$ cat config.mk
export PLATFORM = sky130hd
export DESIGN_NAME = plai_scan
export DESIGN_NICKNAME = d
export VERILOG_FILES = /design/src/plai_pkg.sv /design/src/plai_scan.sv
export SDC_FILE = /design/constraint.sdc
export NUM_CORES = 1
export LEC_CHECK = 0
export ABC_CLOCK_PERIOD_IN_PS = 5700
export BUFFER_PORTS_ARGS = -buffer_cell sky130_fd_sc_hd__buf_2
export CORE_ASPECT_RATIO = 1.4
export CORE_MARGIN = 2
export CORE_UTILIZATION = 57
export DETAILED_ROUTE_END_ITERATION = 12
export GPL_TIMING_DRIVEN = 0
export PLACE_DENSITY = 0.79
export REMOVE_ABC_BUFFERS = 1
export SETUP_SLACK_MARGIN = 0.02
export SYNTH_ARGS = -nofsm -noshare
export SYNTH_HDL_FRONTEND = slang
export SYNTH_SLANG_ARGS = --single-unit
$ cat constraint.sdc
create_clock -name clk -period 5.7 [get_ports clk]
set_clock_uncertainty 0.1 [all_clocks]
set_input_delay 0.57 -clock clk [delete_from_list [all_inputs] [get_ports clk]]
set_output_delay 0.57 -clock clk [all_outputs]
set_load 0.02 [all_outputs]
$ cat src/plai_pkg.sv
`timescale 1ns / 1ps
// Shared types and constants for the posting list AND intersection core.
// No dependencies; imported by plai_scan, the top level and the testbench.
package plai_pkg;

	localparam int MAX_LISTS   = 8;
	localparam int LIST_DEPTH  = 1024;

	localparam int DOC_W       = 31;
	localparam int TERM_W      = 4;
	localparam int LIDX_W      = 3;
	localparam int LIST_W      = $clog2(MAX_LISTS);
	localparam int TC_W        = $clog2(MAX_LISTS + 1);
	localparam int FILL_W      = $clog2(LIST_DEPTH + 1);
	localparam int STORE_DEPTH = (MAX_LISTS - 1) * LIST_DEPTH;
	localparam int ADDR_W      = $clog2(STORE_DEPTH);

	localparam int PADDR_W     = 2;
	localparam int PDATA_W     = 32;

	localparam logic               CMD_APPEND     = 1'b0;
	localparam logic               CMD_PROBE      = 1'b1;
	localparam logic [PADDR_W-1:0] REG_TERM_COUNT = 2'd0;
	localparam logic [TERM_W-1:0]  TERM_COUNT_RST = 4'd1;

	typedef struct packed {
		logic              cmd;
		logic [LIDX_W-1:0] list_index;
		logic [DOC_W-1:0]  doc_id;
		logic              last_probe;
	} in_t;

	typedef struct packed {
		logic [DOC_W-1:0] result_doc;
		logic             matched;
		logic             last;
	} out_t;

	// Request from the scan controller to the list store.
	typedef struct packed {
		logic              we;
		logic [ADDR_W-1:0] waddr;
		logic [DOC_W-1:0]  wdata;
		logic              re;
		logic [ADDR_W-1:0] raddr;
	} ram_req_t;

endpackage

$ cat src/plai_scan.sv
`timescale 1ns / 1ps
// Append/probe controller: fill counts, list scan sequencer and result register.
// Depends on plai_pkg; drives the list store held in plai_ram.
module plai_scan (
	input  logic                       clk,
	input  logic                       arst_n,
	input  logic                       start,
	input  plai_pkg::in_t              item,
	input  logic [plai_pkg::TERM_W-1:0] term_count,
	output logic                       busy,
	output logic                       result_valid,
	output plai_pkg::out_t             result,
	output plai_pkg::ram_req_t         ram_req,
	input  logic [plai_pkg::DOC_W-1:0] rd_data
);
	import plai_pkg::*;

	localparam logic ST_IDLE = 1'b0;
	localparam logic ST_SCAN = 1'b1;

	logic              state_q;
	logic [LIST_W-1:0] list_q;
	logic [FILL_W-1:0] idx_q;
	logic              rd_v_s1;
	logic [DOC_W-1:0]  id_q;
	logic              last_q;
	logic [TC_W-1:0]   tc_q;
	logic              out_valid_q;
	out_t              out_q;
	logic [FILL_W-1:0] fill_q [MAX_LISTS];

	logic [LIST_W-1:0] fill_sel;
	logic [FILL_W-1:0] fill_rd;
	logic              list_ok;
	logic              append_ok;
	logic              probe_go;
	logic [TC_W-1:0]   tc_eff;
	logic              issuing;
	logic              hit_s1;
	logic              list_done;
	logic [TC_W-1:0]   next_list;
	logic              finish;
	logic              fill_any;

	assign busy = (state_q == ST_SCAN);

	always_comb begin
		fill_sel  = busy ? list_q : LIST_W'(item.list_index);
		fill_rd   = fill_q[fill_sel];
		list_ok   = (item.list_index != '0) && (32'(item.list_index) < MAX_LISTS);
		append_ok = start && !busy && (item.cmd == CMD_APPEND) && list_ok
			&& (fill_rd < FILL_W'(LIST_DEPTH));
		probe_go  = start && !busy && (item.cmd == CMD_PROBE);
		tc_eff    = (32'(term_count) > MAX_LISTS) ? TC_W'(MAX_LISTS) : TC_W'(term_count);
		issuing   = busy && (idx_q < fill_rd);
		hit_s1    = rd_v_s1 && (rd_data == id_q);
		// a list resolves on a hit, or once every entry has been read back
		list_done = busy && (hit_s1 || !issuing);
		next_list = TC_W'(list_q) + TC_W'(1);
		finish    = list_done && (!hit_s1 || (next_list >= tc_q));
	end

	always_comb begin
		ram_req.we    = append_ok;
		ram_req.waddr = ADDR_W'(fill_sel - LIST_W'(1)) * ADDR_W'(LIST_DEPTH)
			+ ADDR_W'(fill_rd);
		ram_req.wdata = item.doc_id;
		ram_req.re    = issuing;
		ram_req.raddr = ADDR_W'(list_q - LIST_W'(1)) * ADDR_W'(LIST_DEPTH)
			+ ADDR_W'(idx_q);
	end

	always_ff @(posedge clk or negedge arst_n) begin
		if (!arst_n) begin
			state_q     <= ST_IDLE;
			list_q      <= '0;
			idx_q       <= '0;
			rd_v_s1     <= 1'b0;
			tc_q        <= '0;
			out_valid_q <= 1'b0;
			for (int i = 0; i < MAX_LISTS; i++) begin
				fill_q[i] <= '0;
			end
		end else begin
			out_valid_q <= 1'b0;
			if (append_ok) begin
				fill_q[fill_sel] <= fill_rd + FILL_W'(1);
			end
			unique case (state_q)
				ST_IDLE: begin
					if (probe_go) begin
						tc_q <= tc_eff;
						if (tc_eff <= TC_W'(1)) begin
							// nothing to scan: answer straight away
							out_valid_q <= 1'b1;
							if (item.last_probe) begin
								for (int i = 0; i < MAX_LISTS; i++) begin
									fill_q[i] <= '0;
								end
							end
						end else begin
							state_q <= ST_SCAN;
							list_q  <= LIST_W'(1);
							idx_q   <= '0;
							rd_v_s1 <= 1'b0;
						end
					end
				end
				ST_SCAN: begin
					if (finish) begin
						out_valid_q <= 1'b1;
						state_q     <= ST_IDLE;
						rd_v_s1     <= 1'b0;
						if (last_q) begin
							for (int i = 0; i < MAX_LISTS; i++) begin
								fill_q[i] <= '0;
							end
						end
					end else if (list_done) begin
						// hit: drop the read in flight and move to the next list
						list_q  <= list_q + LIST_W'(1);
						idx_q   <= '0;
						rd_v_s1 <= 1'b0;
					end else begin
						rd_v_s1 <= issuing;
						if (issuing) begin
							idx_q <= idx_q + FILL_W'(1);
						end
					end
				end
				default: state_q <= ST_IDLE;
			endcase
		end
	end

	always_ff @(posedge clk) begin
		if (probe_go) begin
			id_q       <= item.doc_id;
			last_q     <= item.last_probe;
			out_q      <= '{result_doc: item.doc_id, matched: (tc_eff != '0),
				last: item.last_probe};
		end else if (finish) begin
			out_q      <= '{result_doc: id_q, matched: hit_s1, last: last_q};
		end
	end

	assign result_valid = out_valid_q;
	assign result       = out_q;

	always_comb begin
		fill_any = 1'b0;
		for (int i = 0; i < MAX_LISTS; i++) begin
			fill_any = fill_any | (fill_q[i] != '0);
		end
	end

	a_result_idle: assert property (@(posedge clk) disable iff (!arst_n)
		out_valid_q |-> (state_q == ST_IDLE))
		else $error("result word given while a scan is running");

	a_read_in_scan: assert property (@(posedge clk) disable iff (!arst_n)
		rd_v_s1 |-> (state_q == ST_SCAN))
		else $error("read data pending outside a scan");

	a_last_clears: assert property (@(posedge clk) disable iff (!arst_n)
		(out_valid_q && out_q.last) |-> !fill_any)
		else $error("list counts not cleared after final probe");

	a_fill_bound: assert property (@(posedge clk) disable iff (!arst_n)
		busy |-> (idx_q <= fill_rd))
		else $error("scan index ran past list fill");

endmodule

; After elaboration in Yosys (flattened, before gate mapping)
; Index checks and enable logic that the tools add are counted.
; W data, S select, Z words.
[op_classes]
addsub = 8
magnitude_cmp = 7
eq_ne = 6
n_mux = 41
bitwise = 3
reduce_logical = 22
[ops]
columns = op, n
row1 = $mux W88, 6
row2 = $pmux W88 S2, 1
row3 = $bwmux W88, 1
row4 = $mux W11, 8
row5 = $mux W33, 2
row6 = $bmux W11 S3, 1
row7 = $demux W11 S3, 1
row8 = $eq A31 B31 Y1, 1
row9 = $add A13 B11 Y13, 2
row10 = $add A11 B1 Y11 const B, 2
row11 = $pmux W11 S2, 1
row12 = $mux W3, 5
row13 = $lt A11 B11 Y1, 1
row14 = $lt A11 B11 Y1 const B, 1
row15 = $logic_and A1 B1 Y1, 10
row16 = $mux W1, 10
row17 = $reduce_and A4 Y1, 2
row18 = $ne A2 B2 Y1 const B, 3
row19 = $pmux W1 S2, 3
row20 = $pmux W3 S2, 1
row21 = $sub A3 B1 Y3 const B, 2
row22 = $add A3 B1 Y4 const B, 1
row23 = $ge A4 B4 Y1, 1
row24 = $ge A4 B4 Y1 const B, 1
row25 = other kinds (15), 20
[totals]
register_bits = 174
input_bits = 74
word_cells = 106

; Depth between registers and ports, before layout
[logic_depth]
word_depth = 13
depth_mapped = 20
depth_no_buf = 15

; Worst setup path after synthesis
; No wires, ideal clock.
[synth_timing]
path_kind = reg-to-reg
startpoint = reg state_q (netlist: busy)
endpoint = reg out_q (netlist bit result[0]) (enable)
setup_ns = 0.485
arrival_time_ns = 4.140
required_ns = 5.115
setup_slack_ns = 0.976
path_stages_with_launch = 17
n_path_buf = 3
path_cell_list = dfrtp_1 mux2_2 buf_6 buf_2 mux4_2 mux2_2 inv_1 clkbuf_1 ha_1 a211oi_1 o211ai_1 a211oi_1 a211oi_2 inv_1 o21ai_0 nand3_1 nand2_1
[synth_between]
elab_chain_cells = 12
[synth_rtl]
columns = item, line_no
row1 = "start, declared", plai_scan.sv:21  ; logic state_q;
row2 = "start signal, assigned", plai_scan.sv:75  ; state_q <= ST_IDLE;
row3 = "start signal, assigned", plai_scan.sv:102  ; state_q <= ST_SCAN;
row4 = "start signal, assigned", plai_scan.sv:112  ; state_q <= ST_IDLE;
row5 = $mux W3, plai_scan.sv:48  ; fill_sel = busy ? list_q : LIST_W'(item.list_index);
row6 = $not A3 Y4 (not written as such), plai_scan.sv:49  ; fill_rd = fill_q[fill_sel];
row7 = $bmux W11 S3, plai_scan.sv:49
row8 = $mux W11 (not written as such) (2 in a row), plai_scan.sv:49
row9 = $lt A11 B11 Y1, plai_scan.sv:55  ; issuing = busy && (idx_q < fill_rd);
row10 = $logic_and A1 B1 Y1 *, plai_scan.sv:55
row11 = net issuing, plai_scan.sv:38  ; logic issuing;
row12 = $logic_not A1 Y1 *, plai_scan.sv:58  ; list_done = busy && (hit_s1 || !issuing);
row13 = $logic_or A1 B1 Y1 *, plai_scan.sv:58
row14 = $logic_and A1 B1 Y1 *, plai_scan.sv:58
row15 = $logic_and A1 B1 Y1 *, plai_scan.sv:60  ; finish = list_done && (!hit_s1 || (next_list >= tc_q));
row16 = $reduce_bool A2 Y1 (no line) *, n/a
row17 = "end signal, assigned", plai_scan.sv:140  ; out_q <= '{result_doc: item.doc_id, matched: (tc_eff != '0),
row18 = "end signal, assigned", plai_scan.sv:143  ; out_q <= '{result_doc: id_q, matched: hit_s1, last: last_q};
row19 = "end, declared", plai_scan.sv:29  ; out_t out_q;
; Mark *: on every way through the listed nets, which the timed path passes. The rest lies on a longest branch. The select of a mux whose other input is x is not followed.
; A chain may end at the register's enable or synchronous reset.

; Final worst setup path
[layout_timing]
startpoint = reg state_q (netlist: busy)
endpoint = reg out_q (netlist bit result[6]) (enable)
[layout_between]
elab_chain_cells = 12
[layout_rtl]
columns = item, line_no
row1 = $mux W3, plai_scan.sv:48
row2 = $not A3 Y4 (not written as such), plai_scan.sv:49
row3 = $bmux W11 S3, plai_scan.sv:49
row4 = $mux W11 (not written as such) (2 in a row), plai_scan.sv:49
row5 = $lt A11 B11 Y1, plai_scan.sv:55
row6 = $logic_and A1 B1 Y1, plai_scan.sv:55
row7 = $logic_not A1 Y1, plai_scan.sv:58
row8 = $logic_or A1 B1 Y1, plai_scan.sv:58
row9 = $logic_and A1 B1 Y1, plai_scan.sv:58
row10 = $logic_and A1 B1 Y1, plai_scan.sv:60
row11 = $reduce_bool A2 Y1 (no line) *, n/a
; Every way passes the cells marked *; elsewhere a longest branch is shown, timed or not. The select of a mux whose other input is x is not followed.

==> flow_summary_export.csv <==
group,metric,value,unit
run_status,status,"finished clean",
logic_synthesis,synth_cell_type_count,65,
route,firstDrtPassIters,7,
pwr,power,2.570,mW
placement,place_inst,1217,
route,dr.first_iter.drc_count,579,
logic_synthesis,synthFlopType,"dfrtp_1",
cts,insertion_delay,0.43,ns
logic_synthesis,syn_area_per_cell,9.980,um^2
cells_and_area,final_common_cell,"nand2_1",
route,wirelength,23880,um
cells_and_area,stdcell_count,1250,
pwr,peakVddDrop,0.2333,mV
timing,fmax,187.6,MHz
die,fp.dieH,155.7,um
global_routing,grt_max_degree,89,
route,ant_nets,0,
timing,slew_headroom,0.08998,
timing,drv_slew,0,
die,core_area,0.01610,mm^2
timing,rsz0062_at_grt,"no",
die,io_pins,168,
worst_setup_path,rr_worst_depth,15,
placement,placed_area,0.009992,mm^2
cts,path_clk_slew,0.07,ns
route,route.detailed.drc,0,
die,die_w,112.4,um
worst_setup_path,crit_path_max_fanout,33,
timing,period_needed,5.331,ns
route,wl_per_cell,19.10,um
pwr,leakagePower,4.517,nW
hold_path,hp-class,"in2async",
pwr,powerDensity,242.6,mW/mm^2
logic_synthesis,yosysTopAreaCell,"dfrtp_1",
route,vias_per_cell,5.972,
cells_and_area,area_growth,13.04,%
worst_setup_path,timing.rr.start,"busy$_DFF_PN0_",
worst_setup_path,crit_end,"result[6]$_DFFE_PP_",
worst_setup_path,regToRegEndpoint,"result[6]$_DFFE_PP_",
cells_and_area,mostFrequentLayoutCells,"nand2_1, buf_2, dfrtp_1",
cts,clockBufferDepth,2,
timing,worstMarginPinSlew,1.351,ns
run,max-cap-violations,0,
global_routing,grt_pass1_wl,37710,um
global_routing,grt_use_total,0.2750,
cts,clock-sinks,174,
worst_setup_path,end_kind,"flop",
logic_synthesis,synthesis.area,0.009371,mm^2
timing,finalHoldViolCount,0,
worst_setup_path,crit_required,5.67,ns
logic_synthesis,async_flop_share,0.6264,
worst_setup_path,critPathKind,"reg2reg",
worst_setup_path,start_kind,"flop",
cells_and_area,drive_gt1_frac,0.2438,
cts,cts_root_buf,"clkbuf_16",
worst_setup_path,ff2ff_setup_slack,0.37,ns
cts,post_cts_buffers,0,
cts,cts_tree,"built",
logic_synthesis,ys_seq_area_frac,0.4993,
timing,fin_crit_sh,0.9353,
global_routing,grt_pass1_vias,7392,
logic_synthesis,netlist.area_leader.share,0.2911,
cts,htree_levels,4,
cells_and_area,finalInstanceArea,0.01059,mm^2
worst_setup_path,arrival,5.30,ns
placement,dp_hpwl,16920,um
route,vias,7465,
placement,port_buffers,167,
global_routing,overflow,0,
timing,setup_viol,0,
logic_synthesis,netlist_instances,939,
die,start_util,0.5820,
logic_synthesis,synth_seq_cells,174,
logic_synthesis,yosysWarnings,0,
logic_synthesis,synth-edff-count,65,
die,rows,55,
worst_setup_path,worstSetupStartpoint,"busy$_DFF_PN0_",
global_routing,antenna_found_initial,0,
placement,gp_congestion,0.8842,
logic_synthesis,synth_area_leaders,"dfrtp_1, edfxtp_1, nand2_1",
placement,pre_cts_ws,-1.005,ns
cells_and_area,fill_cells,1304,
die,die-area,0.01750,mm^2
cells_and_area,final_nets,1134,
timing,setup_ws,0.3690,ns
cts,cts_inserted_buffers,17,
synthesized netlist by cell type (all sizes together), types with 2 or more instances:
cell type / number
nand2: 189
dfrtp: 109
buf: 72
edfxtp: 65
nor2: 56
a21oi: 42
xnor2: 41
inv: 37
nand3: 28
o21ai: 28
a211oi: 25
a31oi: 24
ha: 23
clkbuf: 22
nand4: 19
or3: 16
o211ai: 15
nor3: 14
mux4: 13
nor4: 12
o31ai: 11
mux2i: 9
nand2b: 9
o22ai: 9
mux2: 7
or4: 7
a21o: 4
o21a: 4
a22o: 2
a32o: 2
and2: 2
and4: 2
clkinv: 2
nand3b: 2
nor2b: 2
o211a: 2
or2: 2
power by group:
group / internal [mW] / switching [mW]
combinational: 0.0385 / 0.0616
sequential: 1.30 / 0.00160
clock: 0.653 / 0.518
critical path: stages (launching register included):
cell	delay [ns]
dfrtp_2	0.56
mux2_2	0.62
inv_2	0.39
nor2_1	0.16
a32o_1	0.33
nor2_1	0.43
inv_1	0.12
ha_1	0.32
o21ai_0	0.10
o211ai_1	0.22
a211oi_1	0.09
a211oi_2	0.39
inv_1	0.09
o21ai_0	0.28
nand3_1	0.27
nand2_4	0.44
worst min-delay path by stage:
stage                              start                   end  slack [ns]  cells past startpoint
floorplan                         arst_n        busy$_DFF_PN0_        0.17                      0
CTS                               arst_n  fill_q[58]$_DFF_PN0_        0.21                      1
global placement    fill_q[21]$_DFF_PN0_  fill_q[21]$_DFF_PN0_        0.37                      2
finish                            arst_n  fill_q[58]$_DFF_PN0_        0.17                      1
global route                    item[10]     id_q[9]$_DFFE_PP_        0.23                      1
detailed placement   tc_q[0]$_DFFE_PN0P_   tc_q[0]$_DFFE_PN0P_        0.38                      2
kinds of logic (layout without fill, tap and decap cells):
family / after synthesis / in the layout / synth area share
AO/OA/AOI/OAI: 175 / 175 / 0.1212
XOR/XNOR: 42 / 42 / 0.03925
adder cells (fa/ha/maj): 23 / 23 / 0.03071
buffers and inverters: 133 / 244 / 0.07864
flip-flops: 174 / 174 / 0.4993
multiplexers: 29 / 29 / 0.05100
other: 0 / 1 / 0
AND/OR/NAND/NOR: 363 / 363 / 0.1798
routing by layer:
metal  vias to the layer above  GRT usage  part of all wire
li1                       3507          -                 -
met1                      3569     0.3226              0.37
met2                       342     0.4854              0.52
met3                        47    0.07459             0.088
met4                         0    0.09756             0.023
met5                         -          0                 0
what timing repair did:
| item | in CTS | in global routing |
|---|---|---|
| setup endpoints to repair | 138 | 33 |
| pin swaps | 0 | 0 |
| resized for setup | 3 | 2 |
| hold buffers | 0 | 0 |
sequential cells by signal, indices dropped and copies added (netlist names):
signal / cells
rd_v_s1: 1
id_q: 31
result: 33
list_q: 3
busy: 1
result_valid: 1
fill_q: 88
idx_q: 11
last_q: 1
tc_q: 4
final cells by class:
class | count | area (um^2) | share of cell area
Inverter | 39 | 150.1 | 0.01417
Antenna cell | 1 | 2.502 | 0.0002362
Tap cell | 199 | 249.0 | 0.02350
Clock buffer | 18 | 429.2 | 0.04051
Clock inverter | 14 | 156.4 | 0.01476
Multi-Input combinational cell | 632 | 3990 | 0.3766
Sequential cell | 174 | 4681 | 0.4418
Timing Repair Buffer | 173 | 935.9 | 0.08834
through the flow:
| stage | TNS, ns | hold slack (ns) | util |
|---|---|---|---|
| final | 0 | 0.1688 | 0.6579 |
| after global routing | 0 | 0.2304 | 0.6577 |
| after CTS | 0 | 0.2075 | 0.6574 |
| after detailed placement | -70.72 | 0.3798 | 0.6205 |
| after global placement | -232.02 | 0.3680 | 0.6127 |
| after floorplan | -35.65 | 0.1744 | - |
(Power assumes the default switching activity.)
